==> src/hw/rtl/aacu_pkg.sv <==
// ----------------------------------------------------------------------------
// aacu_pkg
// Shared types, codes and helper functions of the cell update core.
// ----------------------------------------------------------------------------
`default_nettype none

package aacu_pkg;

    // cell codes
    localparam logic [1:0] CELL_EMPTY = 2'd0;
    localparam logic [1:0] CELL_ICE   = 2'd1;
    localparam logic [1:0] CELL_GAS   = 2'd2;

    // operation kinds (anything else reads)
    localparam logic [1:0] KIND_LOAD   = 2'd0;
    localparam logic [1:0] KIND_UPDATE = 2'd1;
    localparam logic [1:0] KIND_READ   = 2'd2;

    // move directions, also bit positions of the free-neighbor mask
    localparam logic [1:0] DIR_UP    = 2'd0;
    localparam logic [1:0] DIR_DOWN  = 2'd1;
    localparam logic [1:0] DIR_LEFT  = 2'd2;
    localparam logic [1:0] DIR_RIGHT = 2'd3;

    typedef struct packed {
        logic [1:0]  kind;
        logic [7:0]  row;
        logic [7:0]  col;
        logic [1:0]  load_value;
        logic [15:0] random_pick;
    } t_in;

    typedef struct packed {
        logic [1:0] cell_state;
        logic       froze;
        logic       moved;
        logic [1:0] move_dir;
    } t_out;

    // microprogram addresses
    typedef logic [3:0] t_step;
    localparam t_step STEP_FETCH    = 4'd0;
    localparam t_step STEP_DISP     = 4'd1;
    localparam t_step STEP_LOAD     = 4'd2;
    localparam t_step STEP_LOAD_RD  = 4'd3;
    localparam t_step STEP_READ_CAP = 4'd4;
    localparam t_step STEP_UPD_RDU  = 4'd5;
    localparam t_step STEP_UPD_RDD  = 4'd6;
    localparam t_step STEP_UPD_RDL  = 4'd7;
    localparam t_step STEP_UPD_RDR  = 4'd8;
    localparam t_step STEP_UPD_EVAL = 4'd9;
    localparam t_step STEP_UPD_FRZ  = 4'd10;
    localparam t_step STEP_UPD_MVS  = 4'd11;
    localparam t_step STEP_UPD_MVD  = 4'd12;
    localparam t_step STEP_EMIT     = 4'd13;

    typedef enum logic [2:0] {
        ASEL_C, ASEL_U, ASEL_D, ASEL_L, ASEL_R, ASEL_MOVE
    } t_asel;

    typedef enum logic [1:0] {
        WSEL_LOAD, WSEL_ICE, WSEL_EMPTY, WSEL_GAS
    } t_wsel;

    typedef enum logic [2:0] {
        CAP_NONE, CAP_C, CAP_U, CAP_D, CAP_L
    } t_cap;

    typedef enum logic [2:0] {
        JMP_NEXT, JMP_GOTO, JMP_WAIT_IN, JMP_DISPATCH, JMP_EVAL, JMP_EMIT
    } t_jump;

    typedef struct packed {
        t_asel asel;
        logic  we;
        t_wsel wsel;
        t_cap  cap;
        logic  eval;
        t_jump jump;
        t_step target;
    } t_uword;

    // sequencer -> datapath
    typedef struct packed {
        t_uword uw;
        logic   accept;
        logic   out_load;
    } t_dp_ctl;

    // datapath -> sequencer (branch conditions)
    typedef struct packed {
        logic bad_addr;
        logic is_load;
        logic is_update;
        logic freeze;
        logic move;
    } t_dp_stat;

    // v mod 3: base-4 digits each weigh 1 mod 3
    function automatic logic [1:0] mod3_16(input logic [15:0] v);
        logic [4:0] s;
        logic [2:0] t;
        s = '0;
        for (int i = 0; i < 8; i++) begin
            s = s + 5'(v[2*i +: 2]);
        end
        t = 3'(s[1:0]) + 3'(s[3:2]) + 3'(s[4]);
        if (t >= 3'd6) begin
            t = t - 3'd6;
        end else if (t >= 3'd3) begin
            t = t - 3'd3;
        end
        return t[1:0];
    endfunction

    // direction of the idx-th set bit, scanning up, down, left, right
    function automatic logic [1:0] pick_dir(input logic [3:0] mask, input logic [1:0] idx);
        logic [1:0] seen;
        logic [1:0] dir;
        logic       found;
        seen  = '0;
        dir   = DIR_UP;
        found = 1'b0;
        for (int i = 0; i < 4; i++) begin
            if (mask[i]) begin
                if (!found && seen == idx) begin
                    dir   = 2'(i);
                    found = 1'b1;
                end
                seen = seen + 2'd1;
            end
        end
        return dir;
    endfunction

endpackage

`default_nettype wire

==> src/hw/rtl/aacu_seq.sv <==
// ----------------------------------------------------------------------------
// aacu_seq
// Step counter and microcode ROM; owns both handshakes.
// ----------------------------------------------------------------------------
`default_nettype none

module aacu_seq (
    input  wire                 i_clk,
    input  wire                 i_rst_n,
    input  wire                 i_in_valid,
    output logic                o_in_ready,
    output logic                o_out_valid,
    input  wire                 i_out_ready,
    input  aacu_pkg::t_dp_stat  i_stat,
    output aacu_pkg::t_dp_ctl   o_ctl
);

    aacu_pkg::t_step  r_step;
    aacu_pkg::t_step  n_step;
    logic             r_out_valid;
    logic             n_out_valid;
    aacu_pkg::t_uword uw;
    logic             slot_free;
    logic             accept;
    logic             out_load;

    // microcode ROM
    always_comb begin
        uw = '{asel: aacu_pkg::ASEL_C, we: 1'b0, wsel: aacu_pkg::WSEL_LOAD,
               cap: aacu_pkg::CAP_NONE, eval: 1'b0, jump: aacu_pkg::JMP_NEXT,
               target: aacu_pkg::STEP_FETCH};
        case (r_step)
            aacu_pkg::STEP_FETCH: begin
                uw.jump = aacu_pkg::JMP_WAIT_IN;
            end
            aacu_pkg::STEP_DISP: begin
                uw.jump = aacu_pkg::JMP_DISPATCH;
            end
            aacu_pkg::STEP_LOAD: begin
                uw.we   = 1'b1;
                uw.wsel = aacu_pkg::WSEL_LOAD;
            end
            aacu_pkg::STEP_LOAD_RD: begin
                uw.jump = aacu_pkg::JMP_NEXT;
            end
            aacu_pkg::STEP_READ_CAP: begin
                uw.cap    = aacu_pkg::CAP_C;
                uw.jump   = aacu_pkg::JMP_GOTO;
                uw.target = aacu_pkg::STEP_EMIT;
            end
            aacu_pkg::STEP_UPD_RDU: begin
                uw.asel = aacu_pkg::ASEL_U;
                uw.cap  = aacu_pkg::CAP_C;
            end
            aacu_pkg::STEP_UPD_RDD: begin
                uw.asel = aacu_pkg::ASEL_D;
                uw.cap  = aacu_pkg::CAP_U;
            end
            aacu_pkg::STEP_UPD_RDL: begin
                uw.asel = aacu_pkg::ASEL_L;
                uw.cap  = aacu_pkg::CAP_D;
            end
            aacu_pkg::STEP_UPD_RDR: begin
                uw.asel = aacu_pkg::ASEL_R;
                uw.cap  = aacu_pkg::CAP_L;
            end
            aacu_pkg::STEP_UPD_EVAL: begin
                uw.eval = 1'b1;
                uw.jump = aacu_pkg::JMP_EVAL;
            end
            aacu_pkg::STEP_UPD_FRZ: begin
                uw.we     = 1'b1;
                uw.wsel   = aacu_pkg::WSEL_ICE;
                uw.jump   = aacu_pkg::JMP_GOTO;
                uw.target = aacu_pkg::STEP_EMIT;
            end
            aacu_pkg::STEP_UPD_MVS: begin
                uw.we   = 1'b1;
                uw.wsel = aacu_pkg::WSEL_EMPTY;
            end
            aacu_pkg::STEP_UPD_MVD: begin
                uw.asel = aacu_pkg::ASEL_MOVE;
                uw.we   = 1'b1;
                uw.wsel = aacu_pkg::WSEL_GAS;
            end
            aacu_pkg::STEP_EMIT: begin
                uw.jump = aacu_pkg::JMP_EMIT;
            end
            default: begin
                uw.jump   = aacu_pkg::JMP_GOTO;
                uw.target = aacu_pkg::STEP_FETCH;
            end
        endcase
    end

    assign slot_free = !r_out_valid || i_out_ready;
    assign accept    = i_in_valid && (uw.jump == aacu_pkg::JMP_WAIT_IN);
    assign out_load  = (uw.jump == aacu_pkg::JMP_EMIT) && slot_free;

    // next step
    always_comb begin
        case (uw.jump)
            aacu_pkg::JMP_NEXT:    n_step = r_step + 4'd1;
            aacu_pkg::JMP_GOTO:    n_step = uw.target;
            aacu_pkg::JMP_WAIT_IN: n_step = i_in_valid ? aacu_pkg::STEP_DISP
                                                       : aacu_pkg::STEP_FETCH;
            aacu_pkg::JMP_DISPATCH: begin
                if (i_stat.bad_addr) begin
                    n_step = aacu_pkg::STEP_EMIT;
                end else if (i_stat.is_load) begin
                    n_step = aacu_pkg::STEP_LOAD;
                end else if (i_stat.is_update) begin
                    n_step = aacu_pkg::STEP_UPD_RDU;
                end else begin
                    n_step = aacu_pkg::STEP_READ_CAP;
                end
            end
            aacu_pkg::JMP_EVAL: begin
                if (i_stat.freeze) begin
                    n_step = aacu_pkg::STEP_UPD_FRZ;
                end else if (i_stat.move) begin
                    n_step = aacu_pkg::STEP_UPD_MVS;
                end else begin
                    n_step = aacu_pkg::STEP_EMIT;
                end
            end
            aacu_pkg::JMP_EMIT:    n_step = slot_free ? aacu_pkg::STEP_FETCH
                                                      : aacu_pkg::STEP_EMIT;
            default:               n_step = aacu_pkg::STEP_FETCH;
        endcase
    end

    // output slot occupancy
    always_comb begin
        if (out_load) begin
            n_out_valid = 1'b1;
        end else if (i_out_ready) begin
            n_out_valid = 1'b0;
        end else begin
            n_out_valid = r_out_valid;
        end
    end

    always_ff @(posedge i_clk) begin
        if (!i_rst_n) begin
            r_step      <= aacu_pkg::STEP_FETCH;
            r_out_valid <= 1'b0;
        end else begin
            r_step      <= n_step;
            r_out_valid <= n_out_valid;
        end
    end

    assign o_in_ready  = (uw.jump == aacu_pkg::JMP_WAIT_IN);
    assign o_out_valid = r_out_valid;
    assign o_ctl       = '{uw: uw, accept: accept, out_load: out_load};

endmodule

`default_nettype wire

==> config.mk <==
export PLATFORM = sky130hd
export DESIGN_NAME = aacu_seq
export DESIGN_NICKNAME = d
export VERILOG_FILES = /design/src/hw/rtl/aacu_pkg.sv /design/src/hw/rtl/aacu_seq.sv
export SDC_FILE = /design/constraint.sdc
export NUM_CORES = 1
export LEC_CHECK = 0
export ABC_AREA = 0
export ABC_CLOCK_PERIOD_IN_PS = 2200
export BUFFER_PORTS_ARGS = -buffer_cell sky130_fd_sc_hd__buf_2
export CAP_MARGIN = 20
export CELL_PAD_IN_SITES_DETAIL_PLACEMENT = 1
export CELL_PAD_IN_SITES_GLOBAL_PLACEMENT = 1
export CORE_MARGIN = 2
export CORE_UTILIZATION = 32
export DETAILED_ROUTE_END_ITERATION = 10
export PLACE_DENSITY = 0.88
export SYNTH_ARGS = -nofsm -noshare
export SYNTH_HDL_FRONTEND = slang
export SYNTH_SLANG_ARGS = --single-unit
==> constraint.sdc <==
create_clock -name i_clk -period 2.2 [get_ports i_clk]
set_input_delay 0.22 -clock i_clk [delete_from_list [all_inputs] [get_ports i_clk]]
set_output_delay 0.22 -clock i_clk [all_outputs]
set_load 0.02 [all_outputs]
==> results of run 1 <==
[path summary, 6_finish.rpt]
kind                                   from     endpoint  slack [ps]  depth (start not counted)
worst max-delay path              r_step[0]     o_ctl[0]         140                          7
worst min register to register  o_out_valid  o_out_valid         550                          2
worst max register to register    r_step[0]    r_step[0]         320                          5
worst min-delay path                i_rst_n    r_step[1]         230                          2
[power groups by stage]
| stage | combinational, uW | clock (uW) | sequential (uW) |
|---|---|---|---|
| floorplan | 717 | 0 | 139 |
| global placement | 853 | 0 | 181 |
| detailed placement | 883 | 0 | 186 |
| CTS | 893 | 110 | 185 |
| global route | 1010 | 115 | 206 |
| finish | 915 | 105 | 195 |
[through the flow]
| step | hold WS [ps] | util (%) | worst slack (ps) | instances |
|---|---|---|---|---|
| after CTS | 233.3 | 40.26 | 27.39 | 155 |
| after global placement | 481.0 | 38.72 | 343.4 | 151 |
| after global routing | 241.1 | 41.63 | 13.47 | 155 |
| after floorplan | 337.8 | - | 176.8 | 105 |
| after detailed placement | 480.6 | 38.72 | 195.2 | 151 |
| final | 232.6 | 41.63 | 139.5 | 155 |
[cell families (layout without fill, tap and decap cells)]
logic type               Yosys count  after routing
flip-flops                         5              5
buffers and inverters             22             44
AO/OA/AOI/OAI                     30             30
AND/OR/NAND/NOR                   42             42
other                              1              1
XOR/XNOR                           1              1
adder cells (fa/ha/maj)            4              4
[cells in the final DEF (no fill, tap or decap), types with 3 or more instances in the layout]
master | Yosys | layout
buf_2 | 4 | 27
nor2_1 | 11 | 11
inv_1 | 8 | 8
nor2b_1 | 6 | 6
nand2_1 | 5 | 5
buf_4 | 6 | 5
nand2b_1 | 5 | 4
a21oi_1 | 4 | 4
o21ai_0 | 3 | 3
a31oi_1 | 3 | 3
ha_1 | 4 | 3
clkbuf_4 | 0 | 3
[state kept, by name, indices dropped and copies added (netlist names)]
name         count
r_step           4
o_out_valid      1
[routing by layer]
layer | vias to the layer above | wire (um)
met5 | - | 0
met4 | 0 | 61
met3 | 6 | 101
met2 | 26 | 1047
met1 | 403 | 995
li1 | 405 | -
[area by class of cell]
class,count,area [um2]
fill,299,1279
multi-input combinational,78,541.8
timing repair buffer,32,172.7
sequential,5,106.4
tap,28,35.03
inverter,8,30.03
clock buffer,4,26.28
[repair_timing]
action / in CTS / in global routing
endpoints found under the setup margin: 1 / 1
gates resized for setup: 1 / 9
buffers inserted: 0 / 0
pin swaps: 0 / 1
[worst max-delay path, delay by kind of cell (launching register included)]
family / cells / cell delay [ps]
flip-flops: 1 / 360
AO/OA/AOI/OAI: 1 / 340
adder cells (fa/ha/maj): 1 / 200
buffers and inverters: 2 / 210
AND/OR/NAND/NOR: 3 / 470
==> summary.md, run 1 <==
| Metric | Value |
|---|---|
| Gate Count Post-Synth | 105 |
| Cts hold-fix bufs | 0 |
| Leak | 0.0004323 uW |
| Fin crit period | 2060 ps |
| Count leader, synth | nor2_1 |
| Yosys top cell by area | dfxtp_1 |
| CTS buffer count | 3 |
| Post-Synth XOR/XNOR Area | 1.186% |
| Final Wtd Congestion | 0.7983 |
| Ranking of synthesized cells by area | dfxtp_1 14%, ha_1 6.8%, buf_4 6.1% |
| Worst Path Class, Setup | reg -> out |
| Switching power | 656.8 uW |
| Mux cell area share after synthesis | 0% |
| Worst EP arrival | 1840 ps |
| Seq/Total Area, Yosys | 13.56% |
| Final hold vios | 0 |
| RSZ-0062 raised after global routing | no |
| Vias/cell | 5.419 |
| Vias in the first global route | 815 |
| DRT iter0 DRCs | 16 |
| Clock sinks | 5 |
| Library cells used by synthesis | 42 |
| DRT Pass-1 Iters | 4 |
| Placed instance area | 848.3 um2 |
| Power Dens Cells | 1332 nW/um2 |
| Final instance area | 912.1 um2 |
| Rows | 17 |
| Grt ovf | 0 |
| IO Pins | 30 |
| Status | finished clean |
| Crit path required time | 1980 ps |
| MaxCap Viol Count | 0 |
| Met3 Usage GRT | 0.8621% |
| Share of layout cells above drive strength 1 | 35.43% |
| Adder-Cell Fraction of Synth Area | 6.780% |
| Initial antenna violation count | 0 |
| H-tree Lvls | 1 |
| F_max | 485.3 MHz |
| Post-synth EDFFs | 0 |
| GR peak layer | met2 |
| Largest family of logic cells by synthesized area | simple AND/OR/NAND/NOR gates |
| GRT Total Usage | 18.39% |
| Fin. max-slew vios | 0 |
| CP max-delay cell | dfxtp_4 |
| CTS tree | built |
| Worst setup SP type | register |
| Synthesized area | 738.2 um2 |
| Simple-gate share of the synthesized area | 32.03% |
| Final setup viols | 0 |
| Main flop type after synthesis | dfxtp_1 |
| Avg WL per Cell | 14.22 um |
| Worst Skew | 4.269 ps |
| Worst Hold Class | in -> reg |
| Logic pwr share | 75.3% |
| Remaining DRCs | 0 |
| First-pass GRT wire length | 3739 um |
| Crit-path max cell delay | 360 ps |
| Die Ht | 52.03 um |
| GR Layer Usage met1 | 24.44% |
| Antenna-violating nets left | 0 |
| Synth Warn # | 0 |
| Sw frac | 54.06% |
| Tcrit/Tclk final | 93.66% |
| WL final | 2204 um |
| Internal | 558.1 uW |
| Avg Cell Area, Syn | 7.031 um2 |
| GR Util met2 | 29.11% |
| Hpwl dp | 1728 um |
| Root Buffer | clkbuf_4 |
| Port bufs | 28 |
| Seq cells post-synth | 5 |
| Compound-cell area share of the yosys netlist | 28.98% |
| Max IR drop VDD | 0.5350 mV |
| Worst skew pair latency | 240 ps |
| Largest net degree at the start of global routing | 19 |
| Synth cell count leaders | 11 x nor2_1, 8 x inv_1, 6 x buf_4, 6 x nor2b_1 |
| Final Power | 1215 uW |
| Fin Setup TNS | 0 ps |
| Std-Cell Core Area | 2191 um2 |
| CTS max path bufs | 2 |
| Cell chain of the critical path | inv_1, ha_1, nand2b_2, o32ai_4, nand3_2, nor2b_1, buf_4 |
| Initial Util | 33.70% |
| Synthesized Nets | 118 |
| Area Overhead vs Synth | 23.56% |
| Die Wd | 52.03 um |
| Clk pwr share | 8.6% |
| Ys async rst share | 0% |
| Share of the synthesized area in the top cell type | 13.56% |
| CP Capture Type | output port |
| Die footprint | 2707 um2 |
| Seq pwr share | 16.1% |
| Antenna diodes | 0 |
| Worst-path clk slew | 40 ps |
| CP Max Fanout | 6 |
| Routed via count | 840 |
| Net count reported at finish | 141 |
Power figures use the tool's default switching activity.
==> run 2: changes to the inputs <==
--- a/config.mk
+++ b/config.mk
@@ -11,6 +11,7 @@
 export CAP_MARGIN = 20
 export CELL_PAD_IN_SITES_DETAIL_PLACEMENT = 1
 export CELL_PAD_IN_SITES_GLOBAL_PLACEMENT = 1
+export CORE_ASPECT_RATIO = 0.7
 export CORE_MARGIN = 2
 export CORE_UTILIZATION = 32
 export DETAILED_ROUTE_END_ITERATION = 10
@@ -18,3 +19,4 @@
 export SYNTH_ARGS = -nofsm -noshare
 export SYNTH_HDL_FRONTEND = slang
 export SYNTH_SLANG_ARGS = --single-unit
+export TNS_END_PERCENT = 10
==> run 2 against run 1 <==
Against the previous run:
- register-to-register slack better by 30 ps
- critical path type unchanged
- global-route usage grew 0.82 points
- sequential share of layout area decreased by 0.35 points
- routed wire length grew 13%
- highest routed layer is now met3
- largest cell class unchanged
- clock skew about the same
- worst hold slack got worse by 6.0 ps
- worst setup slack lost 39 ps
- power is 0.14% higher
- utilization up 0.13 points
- cell count up 3.9%
- critical endpoint unchanged
==> summary.md, run 2 (same netlist as run 1, synthesis figures left out) <==
| Metric | Value |
|---|---|
| Met3 Usage GRT | 0.8772% |
| Fin. max-slew vios | 0 |
| Final Power | 1217 uW |
| Worst-case reg-to-reg path depth | 5 |
| Avg WL per Cell | 15.50 um |
| Grt ovf | 0 |
| Vias/cell | 5.242 |
| Crit-path max cell delay | 360 ps |
| MaxCap Viol Count | 0 |
| Status | finished clean |
| IO Pins | 30 |
| CTS buffer count | 3 |
| Dpl ws | 211.7 ps |
| Remaining DRCs | 0 |
| F_max | 476.4 MHz |
| Vias in the first global route | 762 |
| GRT Total Usage | 19.22% |
| Initial Util | 33.99% |
| Actual slew at the worst max-slew pin | 554.9 ps |
| Area Overhead vs Synth | 22.88% |
| CTS max path bufs | 2 |
| Worst-path clk slew | 40 ps |
| Clock sinks | 5 |
| Worst Hold Class | in -> reg |
| Largest net degree at the start of global routing | 14 |
| Placed instance area | 860.8 um2 |
| WL final | 2496 um |
| Final Wtd Congestion | 0.9070 |
| Cell chain of the critical path | inv_1, ha_1, nand2b_1, o32ai_2, nand3_1, nor2b_1, buf_4 |
| Root Buffer | clkbuf_4 |
| Initial antenna violation count | 0 |
| Hpwl dp | 1979 um |
| Cts hold-fix bufs | 0 |
| Std-Cell Core Area | 2172 um2 |
| Fin crit period | 2099 ps |
| H-tree Lvls | 1 |
| Die footprint | 2713 um2 |
| Tcrit/Tclk final | 95.42% |
| Sw frac | 54.74% |
| CP bufs+invs | 2 |
| Logic pwr share | 76.5% |
| Antenna diodes | 0 |
| Crit path required time | 1980 ps |
| Hold Path End | r_step[1] |
| Port bufs | 28 |
| Reg2Reg Launch Point | r_step[0] |
| Net count reported at finish | 143 |
| Most common cell after layout, fill and taps aside | buf_2 |
| Die Ht | 44.19 um |
| CTS tree | built |
| Seq pwr share | 15.0% |
| Fillers | 306 |
| Hold_sp | i_rst_n |
| Switching power | 666.0 uW |
| CP Max Fanout | 6 |
| Routed via count | 844 |
| Max reg flops | 4 |
| Hold path cells | 2 |
| DRT Pass-1 Iters | 4 |
| Die Wd | 61.41 um |
| Rows | 14 |
| Worst skew pair latency | 240 ps |
| Leak | 0.0004407 uW |
| Final setup viols | 0 |
| Cell family contributing the most delay on the critical path | simple AND/OR/NAND/NOR gates |
| Reg-to-reg slack, setup | 350 ps |
| Clk pwr share | 8.6% |
| Worst slew margin | 62.96% |
| Capturing point of the worst reg2reg path | r_step[0] |
| Antenna-violating nets left | 0 |
| First-pass GRT wire length | 3857 um |
| CP max-delay cell | dfxtp_2 |
| Hold Slack | 226.6 ps |
| Most frequent cells in the layout | 27 x buf_2, 11 x nor2_1, 8 x inv_1 |
| GR Util met2 | 32.13% |
| Max IR drop VDD | 0.4576 mV |
| Power Dens Cells | 1341 nW/um2 |
| Share of layout cells above drive strength 1 | 33.33% |
| Worst setup SP type | register |
| Worst Skew | 4.178 ps |
| Fin worst setup slack | 100.8 ps |
| GR Layer Usage met1 | 27.59% |
| Final hold vios | 0 |
| Internal | 550.7 uW |
| CP Capture Type | output port |
| Worst EP arrival | 1880 ps |
| DRT iter0 DRCs | 12 |
| Final instance area | 907.1 um2 |
| Worst Path Class, Setup | reg -> out |
| GR peak layer | met2 |
| Largest Register | r_step |
==> run 2: worst max-delay path by stage <==
stage	startpoint	endpoint	slack (ps)	cells after the start
floorplan	r_step[0]	o_ctl[4]	180	6
global placement	r_step[0]	o_ctl[0]	330	7
detailed placement	r_step[0]	o_ctl[0]	210	7
CTS	r_step[0]	o_ctl[0]	40	7
global route	r_step[0]	o_ctl[0]	-9	7
finish	r_step[0]	o_ctl[0]	100	7
==> run 2: worst reg2reg max path: stages (launching register included) <==
cell and delay (ps):
dfxtp_2 360, ha_1 370, nor2b_2 270, nor2_1 80, or4_1 510, a31oi_1 180
==> run 2: timing repair <==
item / 4_1_cts / 5_1_grt
setup buffers: 0 / 1
pin swaps: 0 / 2
endpoints found under the setup margin: 1 / 2
gates resized for setup: 1 / 3
==> run 2: layer usage <==
| metal | part of all wire, % | vias to the layer above | wire, um |
|---|---|---|---|
| met5 | 0 | - | 0 |
| met4 | 0 | 0 | 0 |
| met3 | 5.4 | 0 | 136 |
| met2 | 48 | 35 | 1193 |
| met1 | 47 | 396 | 1166 |
| li1 | - | 413 | - |
==> run 2: power by group through the flow <==
stage               logic [uW]  registers [uW]  clock network (uW)
floorplan                  717             139                   0
global placement           881             173                   0
detailed placement         917             179                   0
CTS                        925             177                 110
global route              1020             189                 112
finish                     930             182                 104
==> run 2: per-stage QoR <==
stage / util, % / setup TNS, ps / instances
2_1_floorplan: - / 0 / 105
3_3_place_gp: 39.63 / 0 / 156
3_5_place_dp: 39.63 / 0 / 156
4_1_cts: 41.19 / 0 / 160
5_1_grt: 41.76 / -9.258 / 161
6_report: 41.76 / 0 / 161
==> run 2: final cells by class <==
| class | count | area, um2 | area share, % |
|---|---|---|---|
| well taps | 32 | 40.04 | 4.414 |
| flip-flops and latches | 5 | 102.6 | 11.31 |
| inverters | 8 | 30.03 | 3.310 |
| multi-input cells | 78 | 520.5 | 57.38 |
| repair buffers | 34 | 187.7 | 20.69 |
| clock buffers | 4 | 26.28 | 2.897 |
